### src/design/pwc_pkg.sv
// pwc_pkg: shared types, constants and helper functions for the payload
// whitening / CRC-32 block. No dependencies.
`timescale 1ns / 1ps
package pwc_pkg;

	localparam int NUM_LANES = 4;
	localparam int WORD_W    = 32;
	localparam int COUNT_W   = 3;

	localparam logic [WORD_W-1:0] CRC_POLY  = 32'hEDB88320;
	localparam logic [WORD_W-1:0] GOLDEN    = 32'h9E3779B9;
	localparam logic [WORD_W-1:0] SEED_MIX  = 32'hD05FE123;
	localparam logic [WORD_W-1:0] SEED_ZERO = 32'hA5A5A5A5;
	localparam logic [WORD_W-1:0] ALL_ONES  = 32'hFFFFFFFF;

	typedef enum logic [1:0] {
		MODE_PLAIN  = 2'd0,
		MODE_SINGLE = 2'd1,
		MODE_PAIR   = 2'd2
	} whiten_mode_t;

	typedef logic [NUM_LANES-1:0][7:0] lane_bytes_t;

	// Seeds for both keystreams, raw and already stepped once.
	typedef struct packed {
		logic [WORD_W-1:0] a;
		logic [WORD_W-1:0] b;
		logic [WORD_W-1:0] a_step;
		logic [WORD_W-1:0] b_step;
	} seed_t;

	function automatic logic [WORD_W-1:0] xs_step(input logic [WORD_W-1:0] s);
		logic [WORD_W-1:0] t;
		t = s ^ (s << 13);
		t = t ^ (t >> 17);
		t = t ^ (t << 5);
		return t;
	endfunction

	function automatic logic [WORD_W-1:0] crc32_byte(input logic [WORD_W-1:0] c,
		input logic [7:0] b);
		logic [WORD_W-1:0] t;
		t = c ^ {24'd0, b};
		for (int k = 0; k < 8; k++) begin
			t = t[0] ? (CRC_POLY ^ (t >> 1)) : (t >> 1);
		end
		return t;
	endfunction

endpackage

### src/design/pwc_seed.sv
// pwc_seed: two-stage keystream seed generator (multiply, then mix/step).
// Depends on pwc_pkg.
`timescale 1ns / 1ps
module pwc_seed (
	input  logic                          clk,
	input  logic                          en_s1,
	input  logic                          en_s2,
	input  logic [pwc_pkg::WORD_W-1:0]    frame_index,
	input  logic [pwc_pkg::WORD_W-1:0]    session_id,
	output pwc_pkg::seed_t                seeds
);
	import pwc_pkg::*;

	logic [WORD_W-1:0] prod_s1;
	logic [WORD_W-1:0] raw_a;
	logic [WORD_W-1:0] raw_b;
	logic [WORD_W-1:0] fix_a;
	logic [WORD_W-1:0] fix_b;
	seed_t             seeds_s2;

	always_ff @(posedge clk) begin
		if (en_s1) begin
			prod_s1 <= frame_index * GOLDEN;
		end
	end

	// (idx+1)*G = idx*G + G
	assign raw_a = session_id ^ prod_s1 ^ SEED_MIX;
	assign raw_b = session_id ^ (prod_s1 + GOLDEN) ^ SEED_MIX;
	assign fix_a = (raw_a == '0) ? SEED_ZERO : raw_a;
	assign fix_b = (raw_b == '0) ? SEED_ZERO : raw_b;

	always_ff @(posedge clk) begin
		if (en_s2) begin
			seeds_s2.a      <= fix_a;
			seeds_s2.b      <= fix_b;
			seeds_s2.a_step <= xs_step(fix_a);
			seeds_s2.b_step <= xs_step(fix_b);
		end
	end

	assign seeds = seeds_s2;

endmodule

### src/design/pwc_lane.sv
// pwc_lane: one byte lane; whitens a byte and blanks it past the byte count.
// Depends on pwc_pkg.
`timescale 1ns / 1ps
module pwc_lane #(
	parameter int LANE = 0
) (
	input  logic [7:0]                    data_byte,
	input  logic [7:0]                    key_byte,
	input  logic [pwc_pkg::COUNT_W-1:0]   byte_count,
	output logic [7:0]                    byte_out
);
	import pwc_pkg::*;

	logic lane_on;

	assign lane_on  = byte_count > COUNT_W'(LANE);
	assign byte_out = lane_on ? (data_byte ^ key_byte) : 8'd0;

endmodule

### src/design/pwc_crc_merge.sv
// pwc_crc_merge: folds the lane bytes of one beat into the running CRC-32.
// Depends on pwc_pkg.
`timescale 1ns / 1ps
module pwc_crc_merge (
	input  logic [pwc_pkg::WORD_W-1:0]    crc_in,
	input  pwc_pkg::lane_bytes_t          lane_bytes,
	input  logic [pwc_pkg::COUNT_W-1:0]   byte_count,
	output logic [pwc_pkg::WORD_W-1:0]    crc_out
);
	import pwc_pkg::*;

	logic [NUM_LANES:0][WORD_W-1:0] chain;

	always_comb begin
		chain[0] = crc_in;
		for (int i = 0; i < NUM_LANES; i++) begin
			chain[i+1] = (byte_count > COUNT_W'(i)) ?
				crc32_byte(chain[i], lane_bytes[i]) : chain[i];
		end
	end

	assign crc_out = chain[NUM_LANES];

endmodule

### src/design/payload_whitening_crc32.sv
// payload_whitening_crc32: top level; input pipeline, keystream/CRC state,
// byte lanes and output register. Depends on pwc_pkg, pwc_seed, pwc_lane, pwc_crc_merge.
`timescale 1ns / 1ps
//  channel | handshake              | payload
//  --------+------------------------+-------------------------------------------
//  input   | in_valid / in_ready    | frame_start whiten_mode frame_index data_in
//          |                        | byte_count last_word
//  output  | out_valid / out_ready  | data_out out_bytes out_last payload_crc
//  config  | cfg_wr_en              | cfg_wr_data (session_id)
//
// One beat per cycle sustained while out_ready is high; a beat passes stages 1, 2 and 3 in order.
// Stage 1 holds the seed multiply, stage 2 the seed mix and first xorshift step,
// stage 3 the keystream/CRC state update into the output register.
// Each stage takes a new beat when it is empty or its successor moves.
// Reset: keystreams 0xA5A5A5A5, CRC all ones, mode plain, session_id zero.
module payload_whitening_crc32 (
	input  logic                          clk,
	input  logic                          arst_n,
	input  logic                          cfg_wr_en,
	input  logic [pwc_pkg::WORD_W-1:0]    cfg_wr_data,
	input  logic                          in_valid,
	output logic                          in_ready,
	input  logic                          frame_start,
	input  logic [1:0]                    whiten_mode,
	input  logic [pwc_pkg::WORD_W-1:0]    frame_index,
	input  logic [pwc_pkg::WORD_W-1:0]    data_in,
	input  logic [pwc_pkg::COUNT_W-1:0]   byte_count,
	input  logic                          last_word,
	output logic                          out_valid,
	input  logic                          out_ready,
	output logic [pwc_pkg::WORD_W-1:0]    data_out,
	output logic [pwc_pkg::COUNT_W-1:0]   out_bytes,
	output logic                          out_last,
	output logic [pwc_pkg::WORD_W-1:0]    payload_crc
);
	import pwc_pkg::*;

	logic [WORD_W-1:0]  session_q;
	logic [WORD_W-1:0]  ks_a_q;
	logic [WORD_W-1:0]  ks_b_q;
	logic [WORD_W-1:0]  crc_q;
	whiten_mode_t       frame_mode_q;

	logic               v_s1, v_s2, out_valid_q;
	logic               start_s1, start_s2;
	whiten_mode_t       mode_s1, mode_s2;
	logic [WORD_W-1:0]  data_s1, data_s2;
	logic [COUNT_W-1:0] n_s1, n_s2;
	logic               last_s1, last_s2;

	logic [WORD_W-1:0]  data_out_q;
	logic [COUNT_W-1:0] out_bytes_q;
	logic               out_last_q;
	logic [WORD_W-1:0]  crc_out_q;

	logic               rdy1, rdy2, rdy3;
	logic               en1, en2, en3;
	whiten_mode_t       mode_in;
	logic [COUNT_W-1:0] n_in;
	seed_t              seeds;

	whiten_mode_t       eff_mode;
	logic [WORD_W-1:0]  cur_a, cur_b, stp_a, stp_b;
	logic [WORD_W-1:0]  nxt_a, nxt_b, key;
	logic [WORD_W-1:0]  crc_base, crc_new;
	lane_bytes_t        lane_bytes;

	assign rdy3     = !out_valid_q || out_ready;
	assign rdy2     = !v_s2 || rdy3;
	assign rdy1     = !v_s1 || rdy2;
	assign in_ready = rdy1;
	assign en1      = in_valid && rdy1;
	assign en2      = v_s1 && rdy2;
	assign en3      = v_s2 && rdy3;

	always_comb begin
		unique case (whiten_mode)
			MODE_SINGLE: mode_in = MODE_SINGLE;
			MODE_PAIR:   mode_in = MODE_PAIR;
			default:     mode_in = MODE_PLAIN;
		endcase
	end

	assign n_in = (byte_count > COUNT_W'(NUM_LANES)) ? COUNT_W'(NUM_LANES) : byte_count;

	always_ff @(posedge clk or negedge arst_n) begin
		if (!arst_n) begin
			session_q <= '0;
		end else if (cfg_wr_en) begin
			session_q <= cfg_wr_data;
		end
	end

	always_ff @(posedge clk or negedge arst_n) begin
		if (!arst_n) begin
			v_s1        <= 1'b0;
			v_s2        <= 1'b0;
			out_valid_q <= 1'b0;
		end else begin
			if (rdy1) v_s1 <= in_valid;
			if (rdy2) v_s2 <= v_s1;
			if (rdy3) out_valid_q <= v_s2;
		end
	end

	always_ff @(posedge clk) begin
		if (en1) begin
			start_s1 <= frame_start;
			mode_s1  <= mode_in;
			data_s1  <= data_in;
			n_s1     <= n_in;
			last_s1  <= last_word;
		end
		if (en2) begin
			start_s2 <= start_s1;
			mode_s2  <= mode_s1;
			data_s2  <= data_s1;
			n_s2     <= n_s1;
			last_s2  <= last_s1;
		end
	end

	pwc_seed u_seed (
		.clk         (clk),
		.en_s1       (en1),
		.en_s2       (en2),
		.frame_index (frame_index),
		.session_id  (session_q),
		.seeds       (seeds)
	);

	assign eff_mode = start_s2 ? mode_s2 : frame_mode_q;
	assign cur_a    = start_s2 ? seeds.a : ks_a_q;
	assign cur_b    = start_s2 ? seeds.b : ks_b_q;
	assign stp_a    = start_s2 ? seeds.a_step : xs_step(ks_a_q);
	assign stp_b    = start_s2 ? seeds.b_step : xs_step(ks_b_q);

	always_comb begin
		nxt_a = cur_a;
		nxt_b = cur_b;
		key   = '0;
		if (n_s2 != '0) begin
			case (eff_mode)
				MODE_SINGLE: begin
					nxt_a = stp_a;
					key   = stp_a;
				end
				MODE_PAIR: begin
					nxt_a = stp_a;
					nxt_b = stp_b;
					key   = stp_a ^ stp_b;
				end
				default: begin
					key = '0;
				end
			endcase
		end
	end

	for (genvar g = 0; g < NUM_LANES; g++) begin : g_lane
		pwc_lane #(
			.LANE (g)
		) u_lane (
			.data_byte  (data_s2[8*g +: 8]),
			.key_byte   (key[8*g +: 8]),
			.byte_count (n_s2),
			.byte_out   (lane_bytes[g])
		);
	end

	assign crc_base = start_s2 ? ALL_ONES : crc_q;

	pwc_crc_merge u_crc (
		.crc_in     (crc_base),
		.lane_bytes (lane_bytes),
		.byte_count (n_s2),
		.crc_out    (crc_new)
	);

	always_ff @(posedge clk or negedge arst_n) begin
		if (!arst_n) begin
			ks_a_q       <= SEED_ZERO;
			ks_b_q       <= SEED_ZERO;
			crc_q        <= ALL_ONES;
			frame_mode_q <= MODE_PLAIN;
		end else if (en3) begin
			ks_a_q       <= nxt_a;
			ks_b_q       <= nxt_b;
			crc_q        <= last_s2 ? ALL_ONES : crc_new;
			frame_mode_q <= eff_mode;
		end
	end

	always_ff @(posedge clk) begin
		if (en3) begin
			data_out_q  <= lane_bytes;
			out_bytes_q <= n_s2;
			out_last_q  <= last_s2;
			crc_out_q   <= last_s2 ? (crc_new ^ ALL_ONES) : '0;
		end
	end

	assign out_valid   = out_valid_q;
	assign data_out    = data_out_q;
	assign out_bytes   = out_bytes_q;
	assign out_last    = out_last_q;
	assign payload_crc = crc_out_q;

endmodule

### config.mk
export PLATFORM = sky130hd
export DESIGN_NAME = payload_whitening_crc32
export DESIGN_NICKNAME = d
export VERILOG_FILES = /design/src/design/pwc_pkg.sv /design/src/design/pwc_seed.sv /design/src/design/pwc_lane.sv /design/src/design/pwc_crc_merge.sv /design/src/design/payload_whitening_crc32.sv
export SDC_FILE = /design/constraint.sdc
export NUM_CORES = 2
export LEC_CHECK = 0
export BUFFER_PORTS_ARGS = -buffer_cell sky130_fd_sc_hd__buf_2
export CELL_PAD_IN_SITES_DETAIL_PLACEMENT = 1
export CELL_PAD_IN_SITES_GLOBAL_PLACEMENT = 2
export CORE_MARGIN = 4
export CORE_UTILIZATION = 47
export CTS_CLUSTER_SIZE = 20
export DETAILED_ROUTE_END_ITERATION = 10
export GPL_TIMING_DRIVEN = 0
export PLACE_DENSITY_LB_ADDON = 0.1
export SETUP_SLACK_MARGIN = 0.4
export SLEW_MARGIN = 20
export SYNTH_ARGS = -nofsm -noshare
export SYNTH_HDL_FRONTEND = slang
export SYNTH_HIERARCHICAL = 1
export SYNTH_SLANG_ARGS = --single-unit
### constraint.sdc
create_clock -name clk -period 18.35 [get_ports clk]
set_clock_uncertainty 0.1 [all_clocks]
set_input_delay 3.67 -clock clk [delete_from_list [all_inputs] [get_ports clk]]
set_output_delay 3.67 -clock clk [all_outputs]
set_load 0.01 [all_outputs]
==> run summary <==
=================================================================================
Synthesized area per cell                                             11.27 sq um
Root buffer cell                                                        clkbuf_16
Most used cell along the critical path                                    xnor2_1
Average via count per standard cell                                         5.637
Count of endpoints failing setup in the final report                            0
Transition at the pin with the smallest max-transition slack              1137 ps
Post-CTS repair timing setup buffer count                                       0
Prevailing post-synth register cell                                      edfxtp_1
Wire length of the first global-routing pass                            187800 um
Remaining antenna violation count                                               0
Number of flip-flops and latches in the synthesized netlist                   439
Rel. slew slack                                                            23.69%
Post-synthesis cell count                                                    3283
Number of top-level design ports                                              178
Post-layout net count                                                        4060
Aggregate global-route resource usage                                      30.72%
Slowest stage cell on the critical path                                   xnor2_1
Hold Path Stages                                                                0
Final clock period utilization by the worst path                           58.52%
Via total after detailed routing                                            25950
Resized Gates After CTS                                                         0
Clock-pin slew on the worst setup and hold paths                            60 ps
Nature of the critical path endpoint                                     register
Detailed-router iteration count before antenna repair                           6
Sink Count                                                                    439
Maximum net fanout on the critical path                                        10
Chip height                                                              288.5 um
Overall routed net length                                               127800 um
Die width                                                                288.5 um
Post-layout minimum cycle time                                           10740 ps
Class of the tightest hold or removal check                            reg -> reg
Sum of negative setup slack                                                  0 ps
CP Data Required Time                                                    18800 ps
Startpoint-to-endpoint class of the critical path                      reg -> reg
Post-DP HPWL                                                            105500 um
Layout cell share with drive strength beyond 1                             15.19%
RD Place Congestion                                                        0.9591
Count of input and output buffers                                             176
Number of enable flip-flop cells after synthesis                              306
Final Max Slew Viols                                                            0
Global-route congestion overflow total                                          0
Placement Rows                                                                102
Worst slack after detailed placement                                      7495 ps
H-tree levels                                                                   2
Max Cap Violations                                                              0
Die area                                                              83250 sq um
Starting density of the core                                               47.59%
Latest clock arrival within the worst-skew pair                            660 ps
Library cells used by synthesis                                               108
Top area cells in the synthesized netlist                            edfxtp_1 25%, fa_1 12%, xnor2_1 11%
PnR worst setup slack                                                     7611 ps
CP Data Arrival Time                                                     11190 ps
Post-route DRC                                                                  0
Number of antenna violations at the first check in global routing               5
Run status                                                           complete, no violations
Vias in the first global route                                              27900
Worst path top cell family by delay                                  XOR/XNOR gates
Register area share after synthesis                                        34.06%
Critical Path Max Stage Delay                                              810 ps
Async SR Flop Fraction                                                     30.30%
Netlist area before placement                                         36990 sq um
Core outline area                                                     77720 sq um
Count of hold-fix buffers inserted at cts                                       0
Clock tree buffer depth                                                         3
Detail-routed net length per standard cell                               27.76 um
Crit. path cell count                                                          28
Area growth from synthesis to layout                                       11.37%
Nets in the synthesized netlist                                              3825
Library cell occupying the most area in the post-synthesis netlist       edfxtp_1
Fill cell total of the finished layout                                       8219
Detailed router's first-iteration violation count                            2048
Number of buffers inserted during clock tree synthesis                         51
R2R cell count                                                                 28
Top achievable clock speed                                              93.12 MHz
Setup repair after global routing missed its margin                         false
Yosys warns                                                                     6
Maximum number of pins on one net before global-route repair                   68
Synth top area share                                                       24.84%
TritonCTS clock tree                                                        built
Endpoints failing hold                                                          0
Number of buffer and inverter instances along the worst setup path              5
Category of the worst setup path launch point                            register
=================================================================================
## flip-flops by register name, summed over array words and instances, names as in the netlist, 3 cells and up
name,count
u_seed/prod_s1,32
u_seed/seeds,128
crc_q,32
ks_b_q,32
n_s2,3
data_s1,32
ks_a_q,32
data_out,32
n_s1,3
data_s2,32
session_q,32
out_bytes,3
payload_crc,32
## cell type report
cell class	count	area, sq um	share of cell area [%]
Antenna cell	2	5.005	0.01215
Clock buffer	68	1421	3.450
Multi-Input combinational cell	2375	22560	54.77
Timing Repair Buffer	182	1041	2.527
Sequential cell	439	12600	30.58
Inverter	360	1351	3.280
Buffer	109	499.2	1.212
Clock inverter	28	414.1	1.005
Tap cell	1040	1301	3.159
## metrics by stage
step,utilization (%),hold WS [ps],instance area [sq um],std cells
after detailed placement,50.62,306.3,39350,4505
after CTS,52.98,314.9,41180,4601
after global placement,50.40,305.1,39170,4499
after global routing,52.99,324.2,41190,4601
final,53.00,317.2,41190,4603
after floorplan,-,300.3,36990,3283
## kinds of logic (layout without fill, tap and decap cells)
logic type | after synthesis | after routing | share of synthesized area (%)
xor+xnor | 726 | 726 | 20.94
simple gates | 630 | 630 | 8.332
buf+inv | 469 | 747 | 4.993
flops | 439 | 439 | 34.06
fa+ha+maj | 434 | 434 | 19.33
compound gates | 432 | 432 | 8.021
mux | 153 | 153 | 4.327
other cells | 0 | 2 | 0
## worst paths after layout
check / start / to / slack, ps
max: start_s2 / crc_q[19] / 7610
min: n_s1[2] / n_s2[2] / 320
max reg2reg: start_s2 / crc_q[19] / 7610
min reg2reg: n_s1[2] / n_s2[2] / 320
max in group asynchronous: arst_n / crc_q[28] / 14330
min in group asynchronous: arst_n / session_q[19] / 2870
## cells in the mapped netlist, types with 15 or more instances
library cell and n:
ha_1 205, and2_1 18, xor2_1 165, a21o_1 17, clkbuf_1 63, nand3_1 43, o21ai_0 102, nor2_1 162
fa_1 229, or2_2 43, o22a_1 16, o2bb2ai_1 15, xor3_1 20, dfrtp_1 69, inv_1 359, nand4_1 17
nor3_1 21, xnor3_1 46, dfstp_2 64, buf_2 26, edfxtp_1 306, xnor2_1 452, a21oi_1 109, xnor2_2 19
mux2i_1 110, o22ai_1 22, nor2b_1 45, mux2_2 37, nand2b_1 22, a22oi_1 19, nand2_1 195
## per-layer routing
layer	vias to the layer above	GRT usage (%)	part of all wire, %
li1	11540	-	-
met1	13450	43.84	45
met2	810	50.36	47
met3	145	4.120	6.0
met4	4	6.795	2.3
met5	-	0	0.023
## cells in the final DEF, fill, tap and decap left out, types with 12 or more instances in the layout
master,n
o22a_1,16
xnor3_1,46
nor2b_1,45
nand2b_1,22
o22ai_1,22
edfxtp_1,306
nor3_1,21
nor2_1,162
nand2_1,195
or2_2,43
xor2_2,12
mux2i_1,110
dfstp_2,64
fa_1,229
nand4_1,17
nand3_1,43
inv_1,359
xnor2_1,451
xor3_1,20
a21oi_1,109
and2_1,16
dfrtp_1,69
or3_1,12
xnor2_2,20
buf_2,201
a21o_1,17
mux2_2,37
clkbuf_1,72
xor2_1,164
o21ai_0,102
a22oi_1,19
o2bb2ai_1,15
o21a_1,12
clkbuf_16,52
ha_1,205
## worst reg2reg max path: cells and delay by family, from the launching register on
family	cells	cell delay [ps]
adder cells (fa/ha/maj)	1	390
AO/OA/AOI/OAI	4	1090
AND/OR/NAND/NOR	9	2910
multiplexers	2	660
XOR/XNOR	7	3430
buffers and inverters	5	1770
flip-flops	1	320
Power is not shown: default switching activity piles up to over one toggle a cycle in this logic, so the estimate is an artifact.
